File: src/hdl/utf8_text_normalizer_unit_defines.svh
// Assertion macros for the text normalizer.
`ifndef UTF8_TEXT_NORMALIZER_UNIT_DEFINES_SVH
`define UTF8_TEXT_NORMALIZER_UNIT_DEFINES_SVH
`ifndef SYNTHESIS
`define UTN_ASSERT_SAME(label, clk, rst, ante, cons) \
  label: assert property (@(posedge clk) disable iff (rst) (ante) |-> (cons)) \
    else $error("utn check failed");
`define UTN_ASSERT_NEXT(label, clk, rst, ante, cons) \
  label: assert property (@(posedge clk) disable iff (rst) (ante) |=> (cons)) \
    else $error("utn check failed");
`else
`define UTN_ASSERT_SAME(label, clk, rst, ante, cons)
`define UTN_ASSERT_NEXT(label, clk, rst, ante, cons)
`endif
`endif

File: src/hdl/utn_pkg.sv
// Shared types, constants and helpers for the text normalizer.
`timescale 1ns / 1ps
package utn_pkg;

  localparam int FIFO_DEPTH_DEFAULT = 4;

  localparam logic [7:0] SPACE_BYTE  = 8'h20;
  localparam logic [7:0] CASE_OFFSET = 8'h20;
  localparam logic [7:0] LEAD_CYR    = 8'hD0;
  localparam logic [7:0] LEAD_GRK    = 8'hCE;

  typedef struct packed {
    logic [7:0] in_byte;
    logic       end_of_text;
  } in_word_t;

  typedef struct packed {
    logic [7:0] out_byte;
    logic       byte_valid;
    logic       last;
  } out_word_t;

  typedef struct packed {
    logic [7:0] b0;
    logic [7:0] b1;
    logic       two;
    logic       v0;
    logic       last;
  } cmd_t;

  function automatic logic is_separator(input logic [7:0] c);
    logic r;
    r = (c inside {8'h20, [8'h09:8'h0D], [8'h21:8'h2F], [8'h3A:8'h40],
                   [8'h5B:8'h60], [8'h7B:8'h7E]});
    return r;
  endfunction

  function automatic logic [7:0] fold_second(input logic [7:0] lead,
                                             input logic [7:0] c2);
    logic [7:0] r;
    r = c2;
    if (lead == LEAD_CYR && (c2 inside {[8'h90:8'hAF]})) begin
      r = c2 + CASE_OFFSET;
    end else if (lead == LEAD_GRK && (c2 inside {[8'h91:8'hAB]})) begin
      r = c2 + CASE_OFFSET;
    end
    return r;
  endfunction

endpackage

File: src/hdl/utn_front.sv
// Front end: decodes each input word and builds a queue command.
`timescale 1ns / 1ps
module utn_front import utn_pkg::*; (
  input  logic     clk,
  input  logic     rst,
  input  logic     accept,
  input  in_word_t in_data,
  output logic     push,
  output cmd_t     cmd
);

  logic       at_boundary, at_boundary_next;
  logic       space_pending, space_pending_next;
  logic       lead_held, lead_held_next;
  logic [7:0] held_lead_byte, held_lead_byte_next;
  logic [1:0] copy_remaining, copy_remaining_next;

  logic [7:0] b;
  logic       eot;
  logic       lead2, lead3, lead4;
  logic       emit_ch;
  logic [7:0] ch_byte;
  logic [1:0] n;

  assign b     = in_data.in_byte;
  assign eot   = in_data.end_of_text;
  assign lead2 = (b[7:5] == 3'b110);
  assign lead3 = (b[7:4] == 4'b1110);
  assign lead4 = (b[7:3] == 5'b11110);

  always_comb begin
    at_boundary_next    = at_boundary;
    space_pending_next  = space_pending;
    lead_held_next      = lead_held;
    held_lead_byte_next = held_lead_byte;
    copy_remaining_next = copy_remaining;
    cmd                 = '{b0: 8'h00, b1: 8'h00, two: 1'b0, v0: 1'b1, last: eot};
    n                   = 2'd0;
    emit_ch             = 1'b0;
    ch_byte             = b;

    if (lead_held) begin
      cmd.b0              = held_lead_byte;
      cmd.b1              = fold_second(held_lead_byte, b);
      n                   = 2'd2;
      lead_held_next      = 1'b0;
      held_lead_byte_next = 8'h00;
    end else if (copy_remaining != 2'd0) begin
      cmd.b0              = b;
      n                   = 2'd1;
      copy_remaining_next = copy_remaining - 2'd1;
    end else if (is_separator(b)) begin
      if (!at_boundary) begin
        space_pending_next = 1'b1;
        at_boundary_next   = 1'b1;
      end
    end else begin
      at_boundary_next   = 1'b0;
      space_pending_next = 1'b0;
      emit_ch            = !lead2 || eot;
      if (!(lead2 || lead3 || lead4) && (b inside {[8'h41:8'h5A]})) begin
        ch_byte = b + CASE_OFFSET;
      end
      if (lead2) begin
        lead_held_next      = 1'b1;
        held_lead_byte_next = b;
      end
      if (lead3) begin
        copy_remaining_next = 2'd2;
      end else if (lead4) begin
        copy_remaining_next = 2'd3;
      end
      if (space_pending) begin
        cmd.b0 = SPACE_BYTE;
        cmd.b1 = ch_byte;
        n      = emit_ch ? 2'd2 : 2'd1;
      end else begin
        cmd.b0 = ch_byte;
        n      = emit_ch ? 2'd1 : 2'd0;
      end
    end

    if (eot && n == 2'd0) begin
      cmd.b0 = 8'h00;
      cmd.v0 = 1'b0;
      n      = 2'd1;
    end
    cmd.two = (n == 2'd2);
  end

  assign push = accept && (n != 2'd0);

  always_ff @(posedge clk) begin
    if (rst) begin
      at_boundary    <= 1'b1;
      space_pending  <= 1'b0;
      lead_held      <= 1'b0;
      held_lead_byte <= 8'h00;
      copy_remaining <= 2'd0;
    end else if (accept) begin
      if (eot) begin
        at_boundary    <= 1'b1;
        space_pending  <= 1'b0;
        lead_held      <= 1'b0;
        held_lead_byte <= 8'h00;
        copy_remaining <= 2'd0;
      end else begin
        at_boundary    <= at_boundary_next;
        space_pending  <= space_pending_next;
        lead_held      <= lead_held_next;
        held_lead_byte <= held_lead_byte_next;
        copy_remaining <= copy_remaining_next;
      end
    end
  end

endmodule

File: src/hdl/utn_fifo.sv
// Command queue between the front end and the back end.
`timescale 1ns / 1ps
module utn_fifo import utn_pkg::*; #(
  parameter int FIFO_DEPTH = FIFO_DEPTH_DEFAULT
) (
  input  logic clk,
  input  logic rst,
  input  logic push,
  input  cmd_t push_cmd,
  input  logic pop,
  output logic full,
  output logic head_valid,
  output cmd_t head_cmd
);

  localparam int PTR_W = (FIFO_DEPTH > 1) ? $clog2(FIFO_DEPTH) : 1;
  localparam int CNT_W = $clog2(FIFO_DEPTH + 1);

  cmd_t             slots [FIFO_DEPTH];
  logic [PTR_W-1:0] wr_ptr, rd_ptr;
  logic [CNT_W-1:0] count;
  logic             do_push, do_pop;

  assign full       = (count == CNT_W'(FIFO_DEPTH));
  assign head_valid = (count != '0);
  assign head_cmd   = slots[rd_ptr];
  assign do_push    = push && !full;
  assign do_pop     = pop && head_valid;

  always_ff @(posedge clk) begin
    if (do_push) begin
      slots[wr_ptr] <= push_cmd;
    end
  end

  always_ff @(posedge clk) begin
    if (rst) begin
      wr_ptr <= '0;
      rd_ptr <= '0;
      count  <= '0;
    end else begin
      if (do_push) begin
        wr_ptr <= (wr_ptr == PTR_W'(FIFO_DEPTH - 1)) ? '0 : wr_ptr + 1'b1;
      end
      if (do_pop) begin
        rd_ptr <= (rd_ptr == PTR_W'(FIFO_DEPTH - 1)) ? '0 : rd_ptr + 1'b1;
      end
      if (do_push && !do_pop) begin
        count <= count + 1'b1;
      end else if (do_pop && !do_push) begin
        count <= count - 1'b1;
      end
    end
  end

endmodule

File: src/hdl/utn_back.sv
// Back end: unpacks queue commands into single output words.
`timescale 1ns / 1ps
module utn_back import utn_pkg::*; (
  input  logic      clk,
  input  logic      rst,
  input  logic      head_valid,
  input  cmd_t      head_cmd,
  output logic      pop,
  output logic      out_valid,
  input  logic      out_ready,
  output out_word_t out_data
);

  logic phase;
  logic load;
  logic final_part;

  assign load       = head_valid && (!out_valid || out_ready);
  assign final_part = !head_cmd.two || phase;
  assign pop        = load && final_part;

  always_ff @(posedge clk) begin
    if (load) begin
      out_data.out_byte   <= phase ? head_cmd.b1 : head_cmd.b0;
      out_data.byte_valid <= phase ? 1'b1 : head_cmd.v0;
      out_data.last       <= head_cmd.last && final_part;
    end
  end

  always_ff @(posedge clk) begin
    if (rst) begin
      out_valid <= 1'b0;
      phase     <= 1'b0;
    end else begin
      if (load) begin
        out_valid <= 1'b1;
        phase     <= !final_part;
      end else if (out_ready) begin
        out_valid <= 1'b0;
      end
    end
  end

endmodule

File: src/hdl/utf8_text_normalizer_unit.sv
// A word is written into the command queue and then loaded into the output register.
// Throughput: one input word per cycle while the queue has room; the back end sends one
// output word per cycle unless out_ready stalls, so a two-word input holds it for both.
// The command queue (FIFO_DEPTH entries) absorbs that and output stalls.
// Reset clears the decode state, empties the queue and drops the output register.
`timescale 1ns / 1ps
`include "utf8_text_normalizer_unit_defines.svh"
module utf8_text_normalizer_unit import utn_pkg::*; #(
  parameter int FIFO_DEPTH = FIFO_DEPTH_DEFAULT
) (
  input  logic      clk,
  input  logic      rst,
  input  logic      in_valid,
  output logic      in_ready,
  input  in_word_t  in_data,
  output logic      out_valid,
  input  logic      out_ready,
  output out_word_t out_data
);

  logic accept;
  logic push;
  cmd_t push_cmd;
  logic pop;
  logic full;
  logic head_valid;
  cmd_t head_cmd;

  assign in_ready = !full;
  assign accept   = in_valid && in_ready;

  utn_front u_front (
    .clk     (clk),
    .rst     (rst),
    .accept  (accept),
    .in_data (in_data),
    .push    (push),
    .cmd     (push_cmd)
  );

  utn_fifo #(
    .FIFO_DEPTH (FIFO_DEPTH)
  ) u_fifo (
    .clk        (clk),
    .rst        (rst),
    .push       (push),
    .push_cmd   (push_cmd),
    .pop        (pop),
    .full       (full),
    .head_valid (head_valid),
    .head_cmd   (head_cmd)
  );

  utn_back u_back (
    .clk        (clk),
    .rst        (rst),
    .head_valid (head_valid),
    .head_cmd   (head_cmd),
    .pop        (pop),
    .out_valid  (out_valid),
    .out_ready  (out_ready),
    .out_data   (out_data)
  );

  `UTN_ASSERT_SAME(a_eot_pushes, clk, rst, accept && in_data.end_of_text, push)
  `UTN_ASSERT_SAME(a_bare_is_last, clk, rst, out_valid && !out_data.byte_valid, out_data.last)
  `UTN_ASSERT_SAME(a_pop_has_head, clk, rst, pop, head_valid)
  `UTN_ASSERT_NEXT(a_push_lands, clk, rst, push && !pop, head_valid)

endmodule

File: config.mk
export PLATFORM = sky130hd
export DESIGN_NAME = utf8_text_normalizer_unit
export DESIGN_NICKNAME = d
export VERILOG_FILES = /design/src/hdl/utn_pkg.sv /design/src/hdl/utn_front.sv /design/src/hdl/utn_fifo.sv /design/src/hdl/utn_back.sv /design/src/hdl/utf8_text_normalizer_unit.sv
export VERILOG_INCLUDE_DIRS = /design/src /design/src/hdl
export SDC_FILE = /design/constraint.sdc
export NUM_CORES = 1
export LEC_CHECK = 0
export BUFFER_PORTS_ARGS = -buffer_cell sky130_fd_sc_hd__buf_4
export CAP_MARGIN = 10
export CORE_MARGIN = 3
export CORE_UTILIZATION = 55
export CTS_CLUSTER_DIAMETER = 120
export CTS_CLUSTER_SIZE = 10
export DETAILED_ROUTE_END_ITERATION = 6
export GPL_TIMING_DRIVEN = 1
export PLACE_DENSITY = 0.85
export SETUP_SLACK_MARGIN = 0.02
export SYNTH_ARGS = -nofsm -noshare
export SYNTH_HDL_FRONTEND = slang
export SYNTH_SLANG_ARGS = --single-unit
File: constraint.sdc
create_clock -name clk -period 3.15 [get_ports clk]
set_input_delay 0.315 -clock clk [delete_from_list [all_inputs] [get_ports clk]]
set_output_delay 0.315 -clock clk [all_outputs]
set_load 0.02 [all_outputs]
==> impl_metrics.ini <==
[synthesis]
syn-cell-area_um2 = 5014
syn_area_per_cell_um2 = 14.41
synth.largest_area_cell = edfxtp_1
netlist.area_leader.share_pct = 51.51
async_flop_share_pct = 0
synth_seq_cells = 110
yosysUniqueCellTypes = 58
synth-seq-area-share_pct = 61.09
synth_top_flop_cell = edfxtp_1
yosysWarnings = 0
synthTopCellsByArea = edfxtp_1 52%, dfxtp_1 9.6%, mux4_2 8.5%
syn-num-nets = 373
syn-instance-count = 348
synth_edf_count = 86

[grt]
antenna_found_initial = 0
grt_max_degree = 20
grt_overflow = 0
first_global_vias = 3012
grtUsageTotal_pct = 19.11
grt_pass1_wl_um = 15120

[floorplan]
io-pin-count = 25
die_w_um = 101.5
die_area_um2 = 10300
die_y_um = 101.5
start_util_pct = 56.93
core_area_um2 = 8806
rows = 34

[final_layout]
antenna_cells = 0
syn_to_final_growth_pct = 10.01
final_cell_count_no_fill = 489
fin_nets = 401
post_route_cells_drive_above_1_share_pct = 24.67

[drt]
drt_pre_antenna_iters = 4
routed_wl_um = 9177
drtIter0Drc = 178
vias_per_cell = 6.067
drtAntennaViolNets = 0
wl_per_cell_um = 18.77
num_vias = 2967
drc = 0

[sta]
worst_pin_slew_ns = 0.6863
grt_setup_unrepaired = no
slew-limit-headroom_pct = 53.86
hold_slack_ns = 0.2173
final.setup_skew_ns = 0.01235
period_needed_ns = 2.898
timing.final.crit_share_pct = 91.99
slew_violations = 0
setup_viol = 0
hold_viol_final = 0
fmax_ghz = 0.3451

[worst_hold_path]
hp-class = in -> reg
hold_path_depth = 4
min_to = u_back.out_valid
min_from = out_ready

[power_and_ir_drop]
ir_drop_mv = 0.3847
p_leak_nw = 1.969
powerDensity_nw_per_um2 = 708.1

[worst_setup_path]
cp-end-kind = register
r2r_end = u_fifo.count[2]
r2r_slack_ns = 0.39
reg2regPathDepth = 12
crit_path_start = in_data[6]
arrival_ns = 3.20
timing.rr.start = u_front.copy_remaining[0]
crit_required_ns = 3.45
cp_max_fo = 10
crit_type = in -> reg
startpoint_type = input port

[clock_network]
cts_tree = yes
cts_inserted_buffers = 9
holdBufCountCts = 0
clk_pin_slew_ns = 0.10
cts-root-buf = clkbuf_8
htree_levels = 3
clock_latency_ns = 0.37
clk_path_buf_depth = 2
post_cts_buffers = 0
clkSinkCount = 110
cts_resized = 0

[placed_design]
io_buffer_count = 24
post-place-cells = 473
gp_congestion = 0.9717
place_hpwl_um = 6195

[flow_run]
drv_cap = 0

[run_status]
status = finished, final reports clean
-- per-layer routing --
layer | global-route usage, % | share of wire [%] | vias up
met5 | 0 | 0 | -
met4 | 6.544 | 1.4 | 0
met3 | 4.821 | 6.4 | 11
met2 | 30.08 | 49 | 99
met1 | 26.21 | 43 | 1464
li1 | - | - | 1393
-- critical path, cell delays in order --
cell and delay, ns:
buf_4 0.16, inv_2 0.06, ha_1 0.21, nand3_1 0.16, ha_1 0.37, nor2_1 0.12
o41ai_4 0.28, and2_4 0.25, ha_1 0.19, inv_1 0.07, fa_1 0.40, xor2_1 0.18
or3_1 0.31, a21oi_1 0.14
-- cell families (layout without fill, tap and decap cells) --
| logic type | after synthesis | after routing | synth area share, % |
|---|---|---|---|
| xor+xnor | 5 | 5 | 0.8736 |
| compound gates | 57 | 57 | 9.334 |
| flops | 110 | 110 | 61.09 |
| simple gates | 97 | 97 | 10.88 |
| mux | 36 | 36 | 12.13 |
| buf+inv | 31 | 64 | 2.545 |
| fa+ha+maj | 12 | 12 | 3.144 |
-- stage by stage --
stage	power (mW)	instance area [µm²]	TNS (ns)	setup WS [ns]	util, %
3_3_place_gp	3.098	5333	0	0.1237	60.56
4_1_cts	3.941	5515	0	0.3012	62.63
2_1_floorplan	2.812	5014	0	0.07491	-
6_report	3.906	5515	0	0.2523	62.63
5_1_grt	4.112	5515	0	0.1024	62.63
3_5_place_dp	3.164	5333	-0.07916	-0.07916	60.56
-- power breakdown --
| group | internal (mW) | switching (mW) | leakage, nW | total, mW |
|---|---|---|---|---|
| clock network | 0.307 | 0.480 | 0.0921 | 0.787 |
| registers | 1.84 | 0.104 | 1.02 | 1.94 |
| logic | 0.553 | 0.624 | 0.858 | 1.18 |
-- layout by cell type (no fill, tap or decap), types with 6 or more instances in the layout --
cell      count
edfxtp_1     86
buf_4        35
nor2_1       28
dfxtp_1      24
mux4_2       19
a21oi_1      17
nand2_1      12
inv_1        11
ha_1         11
nand3_1      10
mux2i_1       9
clkbuf_8      9
nor2b_1       8
mux2_2        8
nor3_1        7
o21ai_0       7
a22o_1        7
and3_1        6
-- synthesized netlist by cell type, types with 3 or more instances --
| library cell | count |
|---|---|
| a21oi_1 | 17 |
| a22o_1 | 7 |
| and2_1 | 3 |
| and3_1 | 6 |
| buf_2 | 9 |
| clkbuf_1 | 9 |
| dfxtp_1 | 24 |
| edfxtp_1 | 86 |
| ha_1 | 11 |
| inv_1 | 11 |
| mux2_2 | 8 |
| mux2i_1 | 9 |
| mux4_2 | 19 |
| nand2_1 | 12 |
| nand3_1 | 10 |
| nand4b_1 | 4 |
| nor2_1 | 28 |
| nor2b_1 | 8 |
| nor3_1 | 7 |
| o21ai_0 | 7 |
| o21ai_1 | 4 |
| xor2_1 | 3 |
-- state kept, by name, indices dropped and copies added, names as in the netlist, named ones only --
name,cells
u_fifo.slots,76
u_back.out_data,10
u_front.held_lead_byte,8
u_fifo.count,3
u_fifo.rd_ptr,2
u_fifo.wr_ptr,2
u_front.copy_remaining,2
u_back.out_valid,1
u_back.phase,1
u_front.at_boundary,1
u_front.lead_held,1
u_front.space_pending,1
-- layout make-up --
cell class,count,area (µm²)
multi-input combinational,207,1823
fill,616,3291
sequential,110,3063
timing repair buffer,35,262.8
tap,108,135.1
clock inverter,5,51.30
inverter,13,48.80
clock buffer,11,131.4
-- worst max-delay path by stage --
stage	cells past startpoint	to	slack [ns]
floorplan	14	u_fifo.count[2]	0.07
global placement	14	u_fifo.count[2]	0.12
detailed placement	14	u_fifo.count[2]	-0.08
CTS	14	u_fifo.count[2]	0.30
global route	14	u_fifo.count[2]	0.10
finish	14	u_fifo.count[2]	0.25
No activity file was read; power rests on OpenSTA's default activity.
